File: config.mk
export PLATFORM = sky130hd
export DESIGN_NAME = tcf_ctrl
export DESIGN_NICKNAME = d
export VERILOG_FILES = /design/src/hw/rtl/tcf_pkg.sv /design/src/hw/rtl/tcf_ctrl.sv
export SDC_FILE = /design/constraint.sdc
export NUM_CORES = 1
export LEC_CHECK = 0
export BUFFER_PORTS_ARGS = -buffer_cell sky130_fd_sc_hd__buf_2
export CORE_AREA = 2 2 48 61
export DETAILED_ROUTE_END_ITERATION = 8
export DIE_AREA = 0 0 50 63
export GPL_TIMING_DRIVEN = 0
export MAX_ROUTING_LAYER = met4
export PLACE_DENSITY = 0.71
export SLEW_MARGIN = 0
export SYNTH_ARGS = -nofsm -noshare
export SYNTH_HDL_FRONTEND = slang
export SYNTH_SLANG_ARGS = --single-unit
File: constraint.sdc
create_clock -name clk -period 2.93 [get_ports clk]
set_input_delay 0.586 -clock clk [delete_from_list [all_inputs] [get_ports clk]]
set_output_delay 0.586 -clock clk [all_outputs]
set_load 0.05 [all_outputs]
File: src/hw/rtl/tcf_pkg.sv
// shared types, constants and the arctangent table of the tilt filter
package tcf_pkg;

  localparam int TCF_SAMPLE_WIDTH = 16;
  localparam int TCF_ANGLE_WIDTH  = 24;

  localparam int TCF_CORDIC_STEPS = 22;
  localparam int TCF_IDX_W        = $clog2(TCF_CORDIC_STEPS);
  localparam int TCF_ZW           = 26;
  localparam int TCF_TILT_W       = TCF_ZW - 4;

  localparam int TCF_WEIGHT_W     = 17;
  localparam int TCF_PERIOD_W     = 24;
  localparam int TCF_CFG_INDEX_W  = 8;
  localparam int TCF_CFG_DATA_W   = 24;

  localparam logic [TCF_WEIGHT_W-1:0] TCF_WEIGHT_ONE   = 17'd65536;
  localparam logic [TCF_WEIGHT_W-1:0] TCF_WEIGHT_RESET = 17'd64225;
  localparam logic [TCF_PERIOD_W-1:0] TCF_PERIOD_RESET = 24'd16777;

  localparam logic [TCF_CFG_INDEX_W-1:0] REG_BLEND_WEIGHT  = 8'd0;
  localparam logic [TCF_CFG_INDEX_W-1:0] REG_SAMPLE_PERIOD = 8'd1;

  // plus and minus ninety degrees in 1/65536 degree
  localparam logic signed [TCF_ZW-1:0] TCF_Z_POS90 = 26'sd5898240;
  localparam logic signed [TCF_ZW-1:0] TCF_Z_NEG90 = -26'sd5898240;

  typedef struct packed {
    logic                 load;
    logic                 sq_y;
    logic                 sq_z;
    logic                 sqrt_step;
    logic                 cordic_step;
    logic [TCF_IDX_W-1:0] cordic_idx;
    logic                 roll_save;
    logic                 pitch_init;
    logic                 pitch_save;
    logic                 gyro_mul;
    logic                 gyro_add;
    logic                 blend_mul;
    logic                 blend_done;
  } tcf_cmd_t;

  // atan(2^-i) in 1/65536 degree
  function automatic logic signed [TCF_ZW-1:0] tcf_atan(input logic [TCF_IDX_W-1:0] idx);
    case (idx)
      5'd0:    tcf_atan = 26'sd2949120;
      5'd1:    tcf_atan = 26'sd1740967;
      5'd2:    tcf_atan = 26'sd919879;
      5'd3:    tcf_atan = 26'sd466945;
      5'd4:    tcf_atan = 26'sd234379;
      5'd5:    tcf_atan = 26'sd117304;
      5'd6:    tcf_atan = 26'sd58666;
      5'd7:    tcf_atan = 26'sd29335;
      5'd8:    tcf_atan = 26'sd14668;
      5'd9:    tcf_atan = 26'sd7334;
      5'd10:   tcf_atan = 26'sd3667;
      5'd11:   tcf_atan = 26'sd1833;
      5'd12:   tcf_atan = 26'sd917;
      5'd13:   tcf_atan = 26'sd458;
      5'd14:   tcf_atan = 26'sd229;
      5'd15:   tcf_atan = 26'sd115;
      5'd16:   tcf_atan = 26'sd57;
      5'd17:   tcf_atan = 26'sd29;
      5'd18:   tcf_atan = 26'sd14;
      5'd19:   tcf_atan = 26'sd7;
      5'd20:   tcf_atan = 26'sd4;
      5'd21:   tcf_atan = 26'sd2;
      default: tcf_atan = '0;
    endcase
  endfunction

endpackage

File: src/hw/rtl/tcf_ctrl.sv
// sequencer of the tilt filter: item handshake, step counters and datapath commands
module tcf_ctrl import tcf_pkg::*; #(
  parameter int SAMPLE_WIDTH = TCF_SAMPLE_WIDTH
) (
  input  logic     clk,
  input  logic     rst,
  input  logic     in_valid,
  output logic     in_ready,
  output logic     out_valid,
  input  logic     out_ready,
  output tcf_cmd_t cmd
);

  localparam int CCW = $clog2(TCF_CORDIC_STEPS + 1);
  localparam int SCW = $clog2(SAMPLE_WIDTH + 3);
  localparam logic [CCW-1:0] C_DONE  = CCW'(TCF_CORDIC_STEPS);
  localparam logic [SCW-1:0] S_SQ_Y  = SCW'(0);
  localparam logic [SCW-1:0] S_SQ_Z  = SCW'(1);
  localparam logic [SCW-1:0] S_DONE  = SCW'(SAMPLE_WIDTH + 2);

  typedef enum logic [7:0] {
    ST_IDLE  = 8'b0000_0001,
    ST_TILT  = 8'b0000_0010,
    ST_PINIT = 8'b0000_0100,
    ST_PITCH = 8'b0000_1000,
    ST_GMUL  = 8'b0001_0000,
    ST_GADD  = 8'b0010_0000,
    ST_BMUL  = 8'b0100_0000,
    ST_BLEND = 8'b1000_0000
  } state_t;

  state_t         state, state_next;
  logic [CCW-1:0] ccnt, ccnt_next;
  logic [SCW-1:0] scnt, scnt_next;
  logic           out_valid_next;
  logic           out_free;

  assign in_ready = (state == ST_IDLE);
  assign out_free = !out_valid || out_ready;

  always_comb begin
    state_next = state;
    ccnt_next  = ccnt;
    scnt_next  = scnt;
    cmd        = '0;
    cmd.cordic_idx = ccnt[TCF_IDX_W-1:0];
    unique case (state)
      ST_IDLE: begin
        if (in_valid) begin
          cmd.load   = 1'b1;
          ccnt_next  = '0;
          scnt_next  = '0;
          state_next = ST_TILT;
        end
      end
      ST_TILT: begin
        // roll vectoring and the root run side by side
        if (ccnt != C_DONE) begin
          cmd.cordic_step = 1'b1;
          ccnt_next = ccnt + 1'b1;
        end
        if (scnt != S_DONE) begin
          cmd.sq_y      = (scnt == S_SQ_Y);
          cmd.sq_z      = (scnt == S_SQ_Z);
          cmd.sqrt_step = (scnt != S_SQ_Y) && (scnt != S_SQ_Z);
          scnt_next = scnt + 1'b1;
        end
        if (ccnt == C_DONE && scnt == S_DONE) begin
          ccnt_next  = '0;
          state_next = ST_PINIT;
        end
      end
      ST_PINIT: begin
        cmd.roll_save  = 1'b1;
        cmd.pitch_init = 1'b1;
        state_next = ST_PITCH;
      end
      ST_PITCH: begin
        if (ccnt != C_DONE) begin
          cmd.cordic_step = 1'b1;
          ccnt_next = ccnt + 1'b1;
        end else begin
          state_next = ST_GMUL;
        end
      end
      ST_GMUL: begin
        cmd.pitch_save = 1'b1;
        cmd.gyro_mul   = 1'b1;
        state_next = ST_GADD;
      end
      ST_GADD: begin
        cmd.gyro_add = 1'b1;
        state_next = ST_BMUL;
      end
      ST_BMUL: begin
        cmd.blend_mul = 1'b1;
        state_next = ST_BLEND;
      end
      ST_BLEND: begin
        if (out_free) begin
          cmd.blend_done = 1'b1;
          state_next = ST_IDLE;
        end
      end
      default: state_next = ST_IDLE;
    endcase
  end

  always_comb begin
    if (cmd.blend_done) begin
      out_valid_next = 1'b1;
    end else if (out_ready) begin
      out_valid_next = 1'b0;
    end else begin
      out_valid_next = out_valid;
    end
  end

  always_ff @(posedge clk) begin
    if (rst) begin
      state     <= ST_IDLE;
      ccnt      <= '0;
      scnt      <= '0;
      out_valid <= 1'b0;
    end else begin
      state     <= state_next;
      ccnt      <= ccnt_next;
      scnt      <= scnt_next;
      out_valid <= out_valid_next;
    end
  end

endmodule

* Word level (Yosys, flattened, before mapping)
Index checks and enable logic that the tools add are counted.
Storage, ports and cells: word-level logic and storage cells 63, input port bits 4, flip-flop bits (word level) 19
Cells by class: eq/ne operators 19, reduce and logical (&&, ||, !) cells 13, add/subtract/negate cells 2, muxes and demuxes 25
Operators by type and width (number):
- $pmux W8 S8 | 1
- $mux W8 | 4
- $mux W5 | 4
- $pmux W5 S3 | 1
- $add A5 B1 Y5 const B | 2
- $eq A5 B5 Y1 const B | 2
- $mux W1 | 10
- $ne A2 B2 Y1 const B | 5
- $ne A5 B5 Y1 const B | 2
- $pmux W5 S2 | 1
- $eq A8 B1 Y1 const B | 1
- $eq A8 B2 Y1 const B | 1
- $eq A8 B3 Y1 const B | 1
- $eq A8 B4 Y1 const B | 1
- $eq A8 B5 Y1 const B | 1
- $eq A8 B6 Y1 const B | 1
- $eq A8 B7 Y1 const B | 1
- $eq A8 B8 Y1 const B | 1
- $mux W3 | 2
- $eq A5 B1 Y1 const B | 1
- $logic_not A5 Y1 | 1
- $ne A5 B1 Y1 const B | 1
- $reduce_bool A5 Y1 | 1
- $mux W2 | 2
- 9 further kinds | 11

* Logic depth before layout (Yosys ltp)
Gate-level depths: netlist of the first run.
word-level depth 5, gate-level depth with buffers 8

* Least setup slack after synthesis of the first run
No wires, ideal clock.
kind reg2out, from register state[2], to output cmd[4] (netlist name), buffers on the path 2, required time 2.344 ns, arrival time 2.499 ns, setup slack -0.155 ns, cell stages (with the launch flop) 6, cells stage by stage dfxtp_1 > clkbuf_1 > nor3_1 > nand2_1 > nor3_1 > buf_4
RTL lines:
- start, declared | RTL line tcf_ctrl.sv:32 | state_t state, state_next;
- start signal, assigned | RTL line tcf_ctrl.sv:126 | state <= state_next;
- end, declared | RTL line tcf_ctrl.sv:11 | output tcf_cmd_t cmd

==> results of run 1 <==
[state kept, by name (all words and copies together) (netlist names)]
signal / flops
scnt: 5
ccnt: 5
out_valid: 1
state: 8
[synthesized netlist by cell type]
master	number	area, um^2
o2bb2ai_1	3	26.28
or4_1	2	15.01
nor2b_1	4	25.02
inv_1	6	22.52
buf_4	3	22.52
xor2_1	2	17.52
nand4_1	1	6.260
nand3b_1	1	7.510
a31oi_1	2	12.51
and4_2	1	10.01
and3b_1	1	8.760
nand4bb_1	1	11.26
nor4_1	5	31.28
dfxtp_1	19	380.4
clkbuf_2	1	5.000
nor2_1	22	82.58
o21ai_0	4	20.02
nor3_1	9	45.04
or2_2	2	12.51
nand2b_1	3	18.77
mux2i_1	1	10.01
buf_6	1	11.26
a21oi_1	9	45.04
clkbuf_1	3	11.26
xnor2_1	4	35.03
nor4b_1	1	8.760
nand3_1	10	50.05
or3_2	1	7.510
nor4b_2	1	15.01
nand2_1	9	33.78
o22ai_1	2	12.51
ha_1	6	75.07
o211a_1	3	30.03
a311oi_1	1	8.760
and4b_1	1	10.01
and2_1	1	6.260
nand4b_1	1	8.760
or4_4	1	11.26
nor3b_1	1	7.510
a21o_1	1	7.510
nor4bb_1	1	10.01
a221oi_1	1	8.760
and3_1	4	25.02
a21oi_2	1	8.760
[worst max-delay path, stage by stage (launching register included)]
cell and delay, ps:
dfxtp_1 360, clkbuf_1 230, nor3_1 450, nand2_1 230
nor3_2 210, buf_4 130, buf_2 240
[power breakdown]
group / internal [W] / leakage [nW] / switching, W
Sequential: 0.000279 / 0.154 / 0.0000372
Combinational: 0.000135 / 0.475 / 0.000266
Clock: 0.0000520 / 0.0139 / 0.0000893
[per-stage QoR]
| stage | area (um^2) | utilization (%) |
|---|---|---|
| after floorplan | 1249 | - |
| after global placement | 1401 | 53.87 |
| after detailed placement | 1401 | 53.87 |
| after CTS | 1431 | 55.03 |
| after global routing | 1444 | 55.51 |
| final | 1444 | 55.51 |
[per-layer routing]
layer | routed length, um | global-route usage [%] | vias up
met5 | 0 | - | -
met4 | 59 | 10.76 | 0
met3 | 97 | 3.589 | 7
met2 | 1477 | 33.72 | 27
met1 | 1281 | 21.84 | 574
li1 | - | - | 621
[logic make-up after synthesis]
group	share of synthesized area [%]
buffers and inverters	5.858
flip-flops	30.71
multiplexers	0.8081
AND/OR/NAND/NOR	37.78
AO/OA/AOI/OAI	14.55
XOR/XNOR	4.242
adder cells (fa/ha/maj)	6.060
[worst max path at each step]
stage	slack, ps	depth (start not counted)	to
6_report	190	6	cmd[4]
5_1_grt	7	6	cmd[4]
4_1_cts	40	7	cmd[16]
3_5_place_dp	400	7	cmd[16]
3_3_place_gp	430	7	cmd[16]
2_1_floorplan	40	4	cmd[12]
[area by class of cell]
type                            instances  area share [%]
Tap cell                               34           2.946
Multi-Input combinational cell        124           55.98
Clock inverter                          1          0.5199
Timing Repair Buffer                   22           7.626
Buffer                                  8           3.466
Inverter                                6           1.560
Clock buffer                            3           1.560
Sequential cell                        19           26.34
==> impl_summary.md, run 1 <==
Run status
The flow ran to the end, and the final reports show no timing, DRC or antenna violations.

Placement
The number of placed instances, taps included is 213. The final weighted congestion in routability-driven placement is 0.8985. The setup slack at placement is 403.7 ps.

The wire-length estimate of the detail-placed layout is 2268 um. Input and output buffers added on the ports amount to 22.

Die
The floorplan step defined a die boundary enclosing 3150 um^2. Measured along the y axis, the die boundary spans 63 um. The standard cell core area is 2601 um^2.

The initial core utilization is 47.62%. The initialized floorplan defines 21 standard-cell rows. The die span in x is 50 um. The number of primary I/O pins is 23.

Routing
The detailed router placed 1229 vias in this run. For this run, design rule violations remaining after detail routing come to 0. The routed design has 2916 um of wire. In this run, the number of DRC markers left after iteration 0 of detailed routing was 34. The vias per cell is 5.664. The remaining number of nets flagged by the antenna check after routing is 0. The length of the first detailed-routing pass in iterations is 4. In the final routed layout, each cell accounts on average for 13.44 um.

Synthesis
In the synthesized netlist, the number of instances is 157. The synthesized flop and latch total is 19. A synthesized cell averages 7.890 um^2. The cell area after technology mapping is 1239 um^2. The sequential element share of the synthesized area is 30.71%. The number of nets handed over by synthesis was 167. During synthesis, Yosys emitted a total of 0 warnings. Yosys mapped the design onto 44 distinct sky130hd cell types.

Worst setup path
The launching point of the worst reg2reg path is state[3]. Data on the critical path is required at its endpoint by 2340 ps. The critical path in this run is classified as flip-flop to output port. The kind of end point of the critical path is an output port. In this run the worst path has a maximum fanout of 10. The minimum setup slack among reg-to-reg paths is 930 ps. The data arrival time of the worst path is 2150 ps. STA classifies the critical path startpoint as a flip-flop.

The worst setup path startpoint is state[2]. The capture instance of the worst register-to-register path is ccnt[2]. The logic depth of the worst register-to-register path is 5.

STA
The final count of pins violating max slew is 0. The final-layout setup total negative slack is 0 ps. The tightest slew margin relative to the limit is 65.51%. Clock skew on the completed layout was measured at 2.278 ps. The period utilization is 93.54%. The final-report hold violation count was 0. Setup violations remaining at the end of the flow were counted as 0. The worst-case hold slack is 541.6 ps. The highest clock frequency the design can meet is 364.8 MHz. The transition at the pin with the smallest max-transition slack is 510.4 ps.

Setup repair after global routing left no endpoint under its margin. The clock period could shrink to 2741 ps. The worst path meets setup with 189.1 ps of slack.

CTS
The count of clock tree sinks is 19. The number of hold buffers added after CTS is 0. The maximum count of clock buffers along a single path is 2. The setup fix buffers added after clock tree synthesis is 0. The clock latency at the later pin of the worst-skew pair is 300 ps. Buffers inserted during clock tree synthesis total 3. The cell sitting at the root of the clock tree is a clkbuf_4. CTS built an H-tree with a depth of 1. The number of resized instances in the post-cts repair step is 0. TritonCTS built the clock tree. After clock tree synthesis, the clock-pin slew on the worst setup and hold paths is 120 ps.

Pwr
The maximum resistive drop on vdd is 0.0004187 V. The design draws 0.0008579 W. In this run the power density over the cells is 594.1 nW/um^2.

The leakage component of the power is 0.6428 nW.

Final layout
The area taken by flip-flops and latches is 380.4 um^2. The area of the multi-input gates is 808.3 um^2. The area added between synthesis and finish is 16.57%.

In the final layout, the share of cells above drive strength 1 is 22.95%. The filler cell count is 254. The count of cells in the finished layout, fillers not included, comes to 217. The number of nets at the end of the flow is 194.

The top cell types in the final layout, fill and taps aside, are 22 x nor2_1, 22 x buf_2, 19 x dfxtp_1, 10 x nand3_1. The number of diodes is 0.

Global routing
Global routing finished with a remaining overflow of 0. The global router's overall resource usage is 20.03%. The number of global-route vias before repair is 1128. The initial antenna violation count is 0. The first global-routing pass estimated 4850 um of wire. Entering global routing, the biggest net connects 13 pins.

Hold path
The worst min-delay path category is flip-flop to flip-flop. The worst hold path endpoint is ccnt[1]. The worst hold path begins at ccnt[1].

The number of stages on the worst hold path is 1.

Flow run
The number of max-cap violations is 0.
Power figures use the tool's default switching activity.
==> run 2, diff against run 1 <==
--- a/config.mk
+++ b/config.mk
@@ -5,13 +5,14 @@
 export SDC_FILE = /design/constraint.sdc
 export NUM_CORES = 1
 export LEC_CHECK = 0
+export ABC_AREA = 1
 export BUFFER_PORTS_ARGS = -buffer_cell sky130_fd_sc_hd__buf_2
-export CORE_AREA = 2 2 48 61
+export CORE_AREA = 2 2 49 62
 export DETAILED_ROUTE_END_ITERATION = 8
-export DIE_AREA = 0 0 50 63
+export DIE_AREA = 0 0 51 64
 export GPL_TIMING_DRIVEN = 0
 export MAX_ROUTING_LAYER = met4
-export PLACE_DENSITY = 0.71
+export PLACE_DENSITY = 0.7
 export SLEW_MARGIN = 0
 export SYNTH_ARGS = -nofsm -noshare
 export SYNTH_HDL_FRONTEND = slang
==> run 2 against run 1 <==
  * Critical path depth fell by 1
  * Clock skew shrank 1.4 ps
  * Combinational power down 71%
  * Power decreased by 39%
  * Highest routed layer unchanged
  * Clock power down 5%
==> impl_summary.md, run 2 <==
Placement
The detailed placer's ending HPWL is 2062 um (-9.1%). The cell area reported after detailed placement is 1433 um^2 (+2.2%). The number of I/O port buffers is 21 (-4.5%).

The final weighted congestion in routability-driven placement is 0.8532 (-5.0%).

Global routing
The number of global-route vias before repair is 1145 (+1.5%). The initial antenna violation count came to 0 (unchanged). The global router's overall resource usage is 18.74% (-1.3 points). The global-route congestion overflow total is 0 (unchanged). The largest net degree at the start of global routing is 11 (-2). The wire length of the first global-routing pass is 4616 um (-4.8%).

STA
The final critical-path required period was 2292 ps (-449.2 ps). The final-layout setup total negative slack came to 0 ps (unchanged). The tightest slew margin relative to the limit was 68.23% (+2.7 points). The final-report hold violation count is 0 (unchanged). The transition at the pin with the smallest max-transition slack is 476.5 ps (-33.89 ps).

The final setup skew is 0.8732 ps (-1.405 ps). The number of failing setup endpoints in the final timing report came to 0 (unchanged). The period utilization is 78.21% (-15 points). The highest clock frequency the design can meet is 436.4 MHz (+20%). Setup repair after global routing left no endpoint under its margin.

The final count of pins violating max slew is 0 (unchanged).

Die
The number of rows created at floorplan is 21 (unchanged). The initial core utilization is 48.42% (+0.80 points). The die span in x is 51 um (+2.0%).

The number of primary I/O pins is 23 (unchanged). The area of the die came to 3264 um^2 (+3.6%). The vertical extent of the die came to 64 um (+1.6%). The standard cell core area is 2654 um^2 (+2.0%).

Synthesis
By count the netlist is led by 37 x nand2_1, 29 x nor2_1, 20 x inv_1, 19 x dfxtp_1, 15 x nand3_1. The warning count from the yosys run is 0 (unchanged). The largest area contributor in the synthesized netlist is dfxtp_1. The sequential element share of the synthesized area is 29.60% (-1.1 points). The fraction of post-synthesis cell area in the top cell type by area is 29.60% (-1.1 points). The number of standard cells after synthesis is 194 (+24%). The post-synthesis net count is 204 (+22%).

The async set or reset register ratio after synthesis is 0% (unchanged). The number of enable flip-flop cells after synthesis is 0 (unchanged). The synthesized flop and latch total is 19 (unchanged). The number of different library cells in the post-synthesis netlist was 28 (-36%). The most used flip-flop cell after synthesis is dfxtp_1. The post-synthesis average cell area is 6.624 um^2 (-16%). The cell area after technology mapping is 1285 um^2 (+3.7%).

Ranked by total cell area, the synthesized netlist is headed by dfxtp_1 30%, nand2_1 11%, nor2_1 8.5%. The most common cell in the synthesized netlist is nand2_1.

CTS
The number of hold buffers added after CTS is 0 (unchanged). The setup fix buffers added after clock tree synthesis was 0 (unchanged). The number of resized instances in the post-cts repair step is 0 (unchanged). The number of H-tree branching levels is 1 (unchanged). The clock slew seen by the registers of the worst setup and hold paths is 100 ps (-20 ps). The total CTS buffers is 3 (unchanged). TritonCTS built the clock tree. The clock tree root buffer cell is clkbuf_4. The maximum count of clock buffers along a single path is 2 (unchanged). The clock latency at the later pin of the worst-skew pair is 300 ps (about the same). The count of clock tree sinks was 19 (unchanged).

Pwr
The leakage component of the power is 0.7173 nW (+12%). The maximum resistive drop on vdd is 0.0002013 V (-52%). The power density normalized to cell area is 355.9 nW/um^2 (-40%).

Hold path
The start point of the worst min-delay path is ccnt[4]. The worst hold path belongs to the class flip-flop to flip-flop. The number of stages on the worst hold path was 2 (+1).

For hold timing, the worst endpoint is ccnt[4].

Worst setup path
The logic depth of the worst register-to-register path came to 10 (+5). The data arrival time of the worst path was 1710 ps (-440 ps). The minimum setup slack among reg-to-reg paths was 1460 ps (+530 ps). The worst setup path is captured at an output port. The critical path's largest stage delay is 340 ps (-110 ps). The startpoint type of the worst setup path is a flip-flop. The kind of cell with the highest combined delay on the critical path is simple AND/OR/NAND/NOR gates. The highest-delay cell along the critical path is dfxtp_1. The endpoint required time on the critical path was 2340 ps (about the same).

The capture instance of the worst register-to-register path is state[4]. The largest fanout of any net on the critical path was 7 (-3). The launching point of the worst reg2reg path is scnt[0]. The buffering stage count on the worst path with inverters included is 2 (-1).

The worst setup path is of the flip-flop to output port kind. Traced cell by cell, the critical path runs through nor2_1 -> nand2_1 -> nor4_1 -> buf_4 -> buf_2.

Final layout
The finished layout cell area came to 1459 um^2 (+1.0%). The number of nets at the end of the flow is 230 (+19%). The register with the most flip-flops is state.

The area taken by flip-flops and latches is 380.4 um^2 (unchanged). The filler cell count came to 279 (+9.8%). The area of the multi-input gates is 762.0 um^2 (-5.7%). The number of diodes is 0 (unchanged).

In the layout the commonest cells are 37 x nand2_1, 29 x nor2_1, 21 x buf_2, 20 x inv_1, 19 x dfxtp_1. The number of flip-flops in the largest register is 8 (unchanged). The largest registers in the layout are state x8, ccnt x5, scnt x5. The commonest non-fill, non-tap cell in the layout is nand2_1.

From synthesis to final layout, the design area changed by 13.53%. The fraction of final layout cells sized beyond drive strength 1 is 27.40% (+4.4 points).

Routing
The average wire per cell in the routed design is 10.15 um (-24%). The post-detailed-routing wire length is 2569 um (-12%). The vias per cell is 4.779 (-16%). The remaining number of nets flagged by the antenna check after routing is 0 (unchanged). The count of unresolved DRC violations after routing was 0 (unchanged). The routed via count is 1209 (-1.6%).

The length of the first detailed-routing pass in iterations is 4 (unchanged). The first-iteration detailed-routing DRC count was 17 (-50%).

Run status
The flow ran to the end, and the final reports show no timing, DRC or antenna violations.

Flow run
The number of max-cap violations is 0 (unchanged).
-- run 2: cell families after synthesis --
kind of cell	count (synthesis)	synth area share, %
and+or+nand+nor	112	43.52
buffers and inverters	35	11.10
AOI/OAI and AO/OA	19	7.887
DFF	19	29.60
adders and majority gates	6	5.842
xor gates and xnor gates	3	2.045
-- run 2: metrics by stage --
step	hold WS (ps)	cells	total power (W)	setup slack [ps]	utilization, %
finish	510.6	253	0.0005192	638.3	54.97
global route	535.7	253	0.0005525	398.2	54.97
CTS	510.5	253	0.0005258	598.7	54.97
detailed placement	495.2	249	0.0003926	852.0	53.98
global placement	486.6	249	0.0003922	882.4	53.98
floorplan	466.0	194	0.0003664	584.1	-
-- run 2: final cells by class --
| type | count | area share (%) |
|---|---|---|
| Clock buffer | 4 | 1.801 |
| Sequential cell | 19 | 26.07 |
| Timing Repair Buffer | 21 | 7.204 |
| Multi-Input combinational cell | 140 | 52.23 |
| Inverter | 30 | 7.719 |
| Buffer | 5 | 2.058 |
| Tap cell | 34 | 2.916 |
-- run 2: report_power, final --
part / internal [W] / switching [W] / leakage [nW]
clock network: 0.0000532 / 0.0000807 / 0.0150
logic: 0.0000306 / 0.0000853 / 0.549
registers: 0.000264 / 0.00000570 / 0.154
total: 0.000348 / 0.000172 / 0.717
-- run 2: how the worst max path moves through the flow --
stage,from,end,slack [ps],cells after the start
global route,state[0],cmd[0],400,5
finish,state[0],cmd[0],640,5
detailed placement,out_ready,cmd[0],850,5
global placement,out_ready,cmd[0],880,5
CTS,state[0],cmd[0],600,5
floorplan,state[5],cmd[14],580,5
-- run 2: metal layers --
metal | vias up | share of wire, % | track usage (%)
li1 | 656 | - | -
met1 | 530 | 44 | 20.64
met2 | 18 | 52 | 33.28
met3 | 5 | 2.3 | 2.103
met4 | 0 | 2.0 | 8.108
met5 | - | 0 | -
-- run 2: worst register-to-register path, stage by stage (launching register included) --
cell	delay [ps]
dfxtp_1	360
inv_1	140
ha_1	160
nand2_1	70
nor2_2	200
nand2_2	80
nand2_2	110
nand2_2	80
nor2_4	100
nand2_1	50
nor2_1	70
==> run 3, diff against run 2 <==
==> constraint.sdc (replaced) <==
create_clock -name clk -period 2.3 [get_ports clk]
set_input_delay 0.46 -clock clk [delete_from_list [all_inputs] [get_ports clk]]
set_output_delay 0.46 -clock clk [all_outputs]
set_load 0.05 [all_outputs]
==> run 3 against run 2 <==
  * First-iteration DRC count increased by 24%
  * Cell count unchanged
  * Clock skew is the same
  * Via count did not move
  * Wire length increased by 0.43%
  * Sequential power is 28% higher
  * Non-clock buffer count unchanged
  * Power up 27%
==> impl_summary.md, run 3 (synthesis gave the netlist of run 2 again) <==
STA
The transition at the pin with the smallest max-transition slack is 476.5 ps (unchanged). The final-report hold violation count is 0 (unchanged). Setup repair after global routing left no endpoint under its margin. The final critical-path required period is 2090 ps. The tightest slew margin relative to the limit was 68.23% (unchanged).

The number of failing setup endpoints in the final timing report is 0 (unchanged). The final-layout setup total negative slack was 0 ps (unchanged). Static timing analysis puts the maximum clock frequency at 478.4 MHz. The final setup skew came to 0.8732 ps (unchanged). The worst path uses 90.88% of the clock period. The final count of pins violating max slew was 0 (unchanged).

CTS
The clock tree root buffer cell is clkbuf_4. The number of H-tree branching levels is 1 (unchanged). The clock slew seen by the registers of the worst setup and hold paths was 100 ps (about the same).

The maximum count of clock buffers along a single path came to 2 (unchanged). TritonCTS built the clock tree. The count of clock tree sinks came to 19 (unchanged). The total CTS buffers is 3 (unchanged). The clock latency at the later pin of the worst-skew pair was 300 ps (about the same). The setup fix buffers added after clock tree synthesis was 0 (unchanged).

Routing
The average wire per cell in the routed design was 10.20 um (+0.43%). The post-detailed-routing wire length is 2580 um (+0.43%). The routed via count is 1209 (unchanged). The count of unresolved DRC violations after routing is 0 (unchanged).

The first-iteration detailed-routing DRC count is 21 (+4). The remaining number of nets flagged by the antenna check after routing came to 0 (unchanged). The length of the first detailed-routing pass in iterations is 4 (unchanged).

The vias per cell is 4.779 (unchanged).

Final layout
The number of nets at the end of the flow was 230 (unchanged). The area of the multi-input gates came to 768.2 um^2 (+0.82%). In the final layout, the registers with the most flip-flops are state x8, ccnt x5, scnt x5. The register with the most flip-flops is state. The area taken by flip-flops and latches was 380.4 um^2 (unchanged).

The filler cell count is 277 (-0.72%). In the layout the commonest cells are 37 x nand2_1, 29 x nor2_1, 21 x buf_2, 20 x inv_1, 19 x dfxtp_1. The filler-free cell count of the finished design came to 253 (unchanged). The commonest non-fill, non-tap cell in the layout is nand2_1. From synthesis to final layout, the design area changed by 14.02%. The fraction of final layout cells sized beyond drive strength 1 is 27.85% (+0.46 points). The number of diodes was 0 (unchanged).

The number of flip-flops in the largest register is 8 (unchanged).

Global routing
The global-route congestion overflow total came to 0 (unchanged). The initial antenna violation count is 0 (unchanged). The number of global-route vias before repair is 1145 (unchanged). The largest net degree at the start of global routing is 11 (unchanged).

The wire length of the first global-routing pass was 4616 um (unchanged). The global router's overall resource usage came to 18.74% (unchanged).

Pwr
The power density normalized to cell area is 451.8 nW/um^2 (+27%). The leakage component of the power is 0.7175 nW (about the same). The overall power of the completed layout came to 0.0006620 W (+27%). The maximum resistive drop on vdd is 0.0002565 V (+27%).

Worst setup path
The class of the most critical setup path is flip-flop to output port. The launching point of the worst reg2reg path is scnt[0]. The data arrival time of the worst path is 1630 ps (-80 ps).

The largest fanout of any net on the critical path is 7 (unchanged). The startpoint type of the worst setup path is a flip-flop. The capture instance of the worst register-to-register path is state[4]. The kind of end point of the critical path is an output port. The minimum setup slack among reg-to-reg paths is 830 ps (-630 ps). The endpoint required time on the critical path is 1840 ps (-500 ps). The logic depth of the worst register-to-register path is 10 (unchanged).

Hold path
The number of stages on the worst hold path is 4 (+2). The start point of the worst min-delay path is out_ready. The worst hold path endpoint is out_valid. The worst min-delay path category is primary input to flip-flop.

Placement
The number of placed instances, taps included was 249 (unchanged). The number of I/O port buffers was 21 (unchanged). The final weighted congestion in routability-driven placement is 0.8532 (unchanged). The detailed placer's ending HPWL is 2062 um (unchanged).

Flow run
The number of max-cap violations is 0 (unchanged).

Run status
The run finished with clean final reports.

Die
The standard cell core area was 2654 um^2 (unchanged). The vertical extent of the die was 64 um (unchanged). The area of the die is 3264 um^2 (unchanged). The number of primary I/O pins is 23 (unchanged).

The initial core utilization is 48.42% (unchanged). The number of rows created at floorplan came to 21 (unchanged). The die span in x came to 51 um (unchanged).
==> run 3: cell counts in the layout (fill, tap and decap cells not counted) <==
No cell type changed its count.
==> run 3: worst max-delay path by stage <==
| stage | startpoint | depth (start not counted) | endpoint | slack, ps |
|---|---|---|---|---|
| finish | state[0] | 5 | cmd[0] | 210 |
| global placement | state[0] | 5 | cmd[0] | 470 |
| CTS | state[0] | 5 | cmd[0] | 90 |
| detailed placement | state[0] | 5 | cmd[0] | 450 |
| floorplan | state[5] | 5 | cmd[14] | 80 |
| global route | state[5] | 6 | cmd[13] | 7 |
==> run 3: worst max-delay path, cell delays in order (launching register included) <==
cell and delay, ps:
dfxtp_1 340, nor2_1 140, nand2_1 190, nor4_2 250, buf_4 160, buf_2 250
==> run 3: layer usage <==
metal,GRT usage (%),vias to the layer above,part of all wire [%]
met5,-,-,0
li1,-,656,-
met2,33.28,18,52
met1,20.64,530,44
met4,8.108,0,2.0
met3,2.103,5,2.3
==> run 3: through the flow <==
stage	instance area, um^2	util (%)	hold slack (ps)	worst slack, ps
floorplan	1285	-	466.0	80.14
detailed placement	1433	53.98	495.2	447.9
finish	1465	55.21	477.7	209.7
global route	1465	55.21	498.2	6.673
global placement	1433	53.98	486.6	470.1
CTS	1459	54.97	460.7	94.69
==> run 3: power by group <==
| group | internal, W | total (W) | switching, W |
|---|---|---|---|
| clock network | 0.0000678 | 0.000171 | 0.000103 |
| registers | 0.000336 | 0.000343 | 0.00000726 |
| logic | 0.0000390 | 0.000148 | 0.000109 |
==> run 3: cell type report <==
type / instances / area share, %
clock buffer: 4 / 1.793
sequential: 19 / 25.96
multi-input combinational: 140 / 52.43
tap: 34 / 2.903
inverter: 30 / 7.686
buffer: 5 / 2.050
timing repair buffer: 21 / 7.173
==> run 3: repair_timing <==
action                     CTS  global route
setup endpoints to repair    0             1
gates resized for setup      0             1
hold buffers                 0             0
hold endpoints to repair     0             0
